File: config.mk
export PLATFORM = sky130hd
export DESIGN_NAME = plp_front
export DESIGN_NICKNAME = d
export VERILOG_FILES = /design/src/rtl/plp_pkg.sv /design/src/rtl/plp_front.sv
export SDC_FILE = /design/constraint.sdc
export NUM_CORES = 2
export LEC_CHECK = 0
export BUFFER_PORTS_ARGS = -buffer_cell sky130_fd_sc_hd__clkbuf_2
export CAP_MARGIN = 20
export CORE_UTILIZATION = 45
export DETAILED_ROUTE_END_ITERATION = 8
export PLACE_DENSITY_LB_ADDON = 0.12
export SLEW_MARGIN = 30
export SYNTH_ARGS = -nofsm -noshare
export SYNTH_HDL_FRONTEND = slang
export SYNTH_SLANG_ARGS = --single-unit
File: constraint.sdc
create_clock -name clk -period 13.5 [get_ports clk]
set_input_delay 0 -clock clk [delete_from_list [all_inputs] [get_ports clk]]
set_output_delay 0 -clock clk [all_outputs]
set_load 0.01 [all_outputs]
File: src/rtl/plp_pkg.sv
`default_nettype none
package plp_pkg;
	localparam int HistDepthDef = 21;
	localparam logic [30:0] GravReset = 31'd642252;
	localparam logic [31:0] FloorReset = 32'd0;
	localparam logic CfgGravity = 1'b0;
	localparam logic CfgFloor = 1'b1;

	typedef struct packed {
		logic        first;
		logic        full;
		logic [31:0] t_cur;
		logic [31:0] t_prv;
		logic [31:0] t_old;
		logic [95:0] p_cur;
		logic [95:0] p_prv;
		logic [95:0] p_old;
	} job_t;

	function automatic logic signed [31:0] sat32(input logic signed [65:0] v);
		logic signed [31:0] r;
		if (v > 66'sh7FFFFFFF) r = 32'sh7FFFFFFF;
		else if (v < -66'sh80000000) r = 32'sh80000000;
		else r = v[31:0];
		return r;
	endfunction
endpackage
`default_nettype wire

File: src/rtl/plp_front.sv
`default_nettype none
module plp_front #(
	parameter int HIST_DEPTH = plp_pkg::HistDepthDef
) (
	input  wire logic                 clk,
	input  wire logic                 arst_n,
	input  wire logic                 in_valid,
	output logic                      in_stall,
	input  wire logic [31:0]          sample_time,
	input  wire logic signed [31:0]   pos_x,
	input  wire logic signed [31:0]   pos_y,
	input  wire logic signed [31:0]   pos_z,
	output logic                      job_valid,
	input  wire logic                 job_take,
	output plp_pkg::job_t             job
);
	import plp_pkg::*;
	localparam int PW = $clog2(HIST_DEPTH);
	localparam int CW = $clog2(HIST_DEPTH + 2);
	localparam logic [PW-1:0] LAST = PW'(HIST_DEPTH - 1);

	logic [31:0] tmem [HIST_DEPTH];
	logic [95:0] pmem [HIST_DEPTH];
	logic [PW-1:0] wp_q, prv, old;
	logic [CW-1:0] cnt_q, cnt_n;
	logic [1:0] ph_q;
	logic [31:0] t_in_q;
	logic [95:0] p_in_q;
	logic [31:0] t_rd_q;
	logic [95:0] p_rd_q;
	job_t jb_q;
	logic jv_q;

	assign prv = (wp_q == 0) ? LAST : wp_q - PW'(1);
	assign old = (wp_q == LAST) ? '0 : wp_q + PW'(1);
	assign cnt_n = (cnt_q < CW'(HIST_DEPTH + 1)) ? cnt_q + CW'(1) : cnt_q;
	assign in_stall = (ph_q != 2'd0) || jv_q;
	assign job_valid = jv_q;
	assign job = jb_q;

	always_ff @(posedge clk) begin
		if (ph_q == 2'd0 && in_valid && !in_stall) begin
			tmem[wp_q] <= sample_time;
			pmem[wp_q] <= {pos_x, pos_y, pos_z};
			t_in_q <= sample_time;
			p_in_q <= {pos_x, pos_y, pos_z};
		end
		t_rd_q <= tmem[(ph_q == 2'd1) ? prv : old];
		p_rd_q <= pmem[(ph_q == 2'd1) ? prv : old];
		if (ph_q == 2'd2) begin
			jb_q.t_prv <= t_rd_q;
			jb_q.p_prv <= p_rd_q;
		end
		if (ph_q == 2'd3) begin
			jb_q.t_old <= t_rd_q;
			jb_q.p_old <= p_rd_q;
			jb_q.t_cur <= t_in_q;
			jb_q.p_cur <= p_in_q;
			jb_q.first <= cnt_q < CW'(2);
			jb_q.full <= cnt_q > CW'(HIST_DEPTH);
		end
	end

	always_ff @(posedge clk or negedge arst_n) begin
		if (!arst_n) begin
			wp_q <= '0;
			cnt_q <= '0;
			ph_q <= 2'd0;
			jv_q <= 1'b0;
		end else begin
			if (jv_q && job_take) jv_q <= 1'b0;
			unique case (ph_q)
				2'd0: if (in_valid && !in_stall) begin
					cnt_q <= cnt_n;
					ph_q <= 2'd1;
				end
				2'd1: ph_q <= 2'd2;
				2'd2: begin
					ph_q <= 2'd3;
					wp_q <= old;
				end
				default: begin
					ph_q <= 2'd0;
					jv_q <= 1'b1;
				end
			endcase
		end
	end
endmodule
`default_nettype wire

==> flow_summary.ini <==
[synthesis]
yosysUniqueCellTypes = 57
synth.net_count = 8077
synthArstFlopShare_pct = 0.3889
syn_area_um2 = 133400
postSynthAreaPerCell_um2 = 16.81
yosys_most_used_dff = edfxtp_1
yosys.area.top_type = edfxtp_1
yosysMostFrequentCell = edfxtp_1
netlist_instances = 7933
yosysTopAreaCellShare_pct = 72.10
synth_area_leaders = edfxtp_1, mux2_2, nand3_1
ys_ff_latch = 3343
ys_seq_area_share_pct = 74.27
yosys-top-cells-count = edfxtp_1, mux2_2, clkbuf_1, nand3_1, o21ai_0
synth_edf_count = 3202
yosys_warnings = 0

[run]
maxCapViolations = 0

[global_route]
antenna_found_initial = 5
grt_pass1_vias = 80200
grt.overflow.total = 0
grt_pass1_wl_um = 555600
grt_use_met3_pct = 3.803
track_usage_pct = 24.88
grtUsageMet1_pct = 34.54
grt_util_met2_pct = 40.82
grt_max_degree = 205
busiest_layer = met2

[die]
rows = 199
die_height_um = 546.4
start_util_pct = 45.31
design.die.area_um2 = 298500
io_pins = 520
core_um2 = 294300
dieWidth_um = 546.4

[cts]
cts_tree = done
clkSinkCount = 3343
clk_transition_reported_paths_ns = 0.06
clock_path_buffers = 4
htreeDepth = 5
cts_inserted_buffers = 353
clk_latency_ns = 0.96
postCtsSetupRepairBufs = 0
cts_root_buf = clkbuf_16

[routing]
firstDrtPassIters = 9
via_count = 80270
wl_per_cell_um = 30.33
drt_iter0_markers = 9426
finalWirelength_um = 381900
ant_nets = 0
viasPerCell = 6.375
route.detailed.drc = 79

[status]
failed_checks = DRC
status = finished with violations

[timing]
drv_slew = 0
maxClockFrequency_ghz = 0.1605
final.setup.worst_slack_ns = 7.268
tightest_slew_ns = 1.116
rsz0062_at_grt = false
tns_ns = 0
finalSetupViolations = 0
final_hold_viol_count = 0
fin_crit_ns = 6.232
fin_crit_sh_pct = 46.16
relSlewSlack_pct = 25.57
hold_ws_ns = 0.1098
fin_skew_ns = 0.07234

[placement]
dp_hpwl_um = 190200
place_congestion = 0.7666
post-place-ws_ns = 7.540
port_buffers = 519

[pwr]
seq_power_share_pct = 36.7
leakage_nw = 49.01
power_density_nw_per_um2 = 229.1
cell_internal_pwr_mw = 22.08
ir_drop_mv = 0.2653
p_sw_mw = 12.90
power_frac_comb_pct = 35.3
swShare_pct = 36.88
clkPwrFrac_pct = 28.0
fin_total_pwr_mw = 34.98

[setup_path]
ff2ff_setup_slack_ns = 7.27
cp_max_fo = 107
cp-start-kind = flop
required_ns = 14.36
worstSetupStartpoint = ph_q[1]
cp-end-kind = flop
critPathKind = reg2reg
rr_endpoint = p_rd_q[80]
cp.arrival_ns = 7.10
reg2reg_from = ph_q[1]
r2r_cells = 14
endpoint = p_rd_q[80]

[hold_path]
min_path_type = in2reg

[final_layout]
seq_area_um2 = 99040
multi_input_area_um2 = 31250
n_fill_cell = 23870
nNetsFinal = 8516
layout-drive-gt1-share_pct = 23.25
post-route-util_pct = 51.88
area_delta_synth_final_pct = 14.50
## flip-flops by register name, indices dropped and copies added (netlist names), 5 cells and up
name	flops
pmem	2016
tmem	672
job	386
p_in_q	96
p_rd_q	96
t_in_q	32
t_rd_q	32
cnt_q	5
wp_q	5
## timing repair
item / 4_1_cts / 5_1_grt
hold buffers: 133 / 1
resized for setup: 0 / 0
hold endpoints to repair: 2831 / 13
## area by class of cell
type                    count  share of cell area (%)
flip-flops and latches   3343                   64.87
multi-input cells        3841                   20.46
clock buffers             471                   6.300
repair buffers            819                   3.738
well taps                3919                   3.211
clock inverters           180                   1.368
inverters                  14                 0.04425
diodes                      5                0.008195
## worst max-delay path: stages (launching register included)
cell	delay, ns
dfrtp_1	0.46
inv_1	0.15
ha_4	0.32
buf_12	0.25
buf_16	0.30
and3b_1	0.38
o21a_4	0.18
buf_4	0.73
buf_6	0.70
buf_4	0.88
buf_4	0.81
a2111oi_0	0.17
a211oi_1	0.30
o21ai_1	0.12
nand4_1	0.13
## layer usage
| layer | up-vias | part of all wire [%] | routed length, um |
|---|---|---|---|
| met5 | - | 0.0071 | 27 |
| met4 | 4 | 2.5 | 9641 |
| met3 | 525 | 6.9 | 26210 |
| met2 | 3284 | 48 | 182800 |
| met1 | 42240 | 43 | 163200 |
| li1 | 34220 | - | - |
## power groups by stage
stage / Combinational (mW) / Clock [mW] / Sequential (mW)
finish: 12.4 / 9.78 / 12.8
global route: 13.1 / 10.4 / 12.9
CTS: 12.3 / 9.97 / 12.9
detailed placement: 12.2 / 0 / 13.1
global placement: 12.0 / 0 / 13.0
floorplan: 7.80 / 0 / 13.1
## cells by family (layout without fill, tap and decap cells)
logic type                 Yosys count  after routing  share of synthesized area (%)
AOI/OAI and AO/OA                 2092           2092                          12.59
xor gates and xnor gates             2              2                        0.01314
adders and majority gates           12             12                         0.1126
buffers and inverters              749           1484                          2.514
DFF                               3343           3343                          74.27
muxes                              770            770                          6.510
other                                0              5                              0
and+or+nand+nor                    965            965                          3.997
## worst min path at each step
stage	startpoint	endpoint	slack, ns	depth (start not counted)
2_1_floorplan	arst_n	cnt_q[0]	-0.30	0
3_3_place_gp	arst_n	wp_q[1]	0.11	1
3_5_place_dp	arst_n	wp_q[1]	0.11	1
4_1_cts	pos_x[4]	p_in_q[68]	0.06	2
5_1_grt	pos_x[4]	p_in_q[68]	0.11	2
6_report	pos_x[4]	p_in_q[68]	0.11	2
## stage by stage
stage | instance area (um2) | std cells
2_1_floorplan | 133400 | 7933
3_3_place_gp | 139200 | 11790
3_5_place_dp | 139400 | 11800
4_1_cts | 152500 | 12580
5_1_grt | 152700 | 12590
6_report | 152700 | 12590
## layout by cell type, fill, tap and decap left out, drive strengths merged, types with 10 or more instances in the layout
master	instances
edfxtp	3202
clkbuf	991
mux2	768
nand3	513
o21ai	397
and2	265
a21o	258
a222oi	256
a32o	256
a2111oi	256
a211oi	256
o221ai	256
buf	166
dlygate4sd3	133
nand4	128
dfxtp	128
a32oi	127
clkinv	122
bufinv	31
inv	31
nand2	15
nor2	15
dfrtp	13
ha	12
a21oi	11
clkinvlp	10
(Power assumes the default switching activity.)
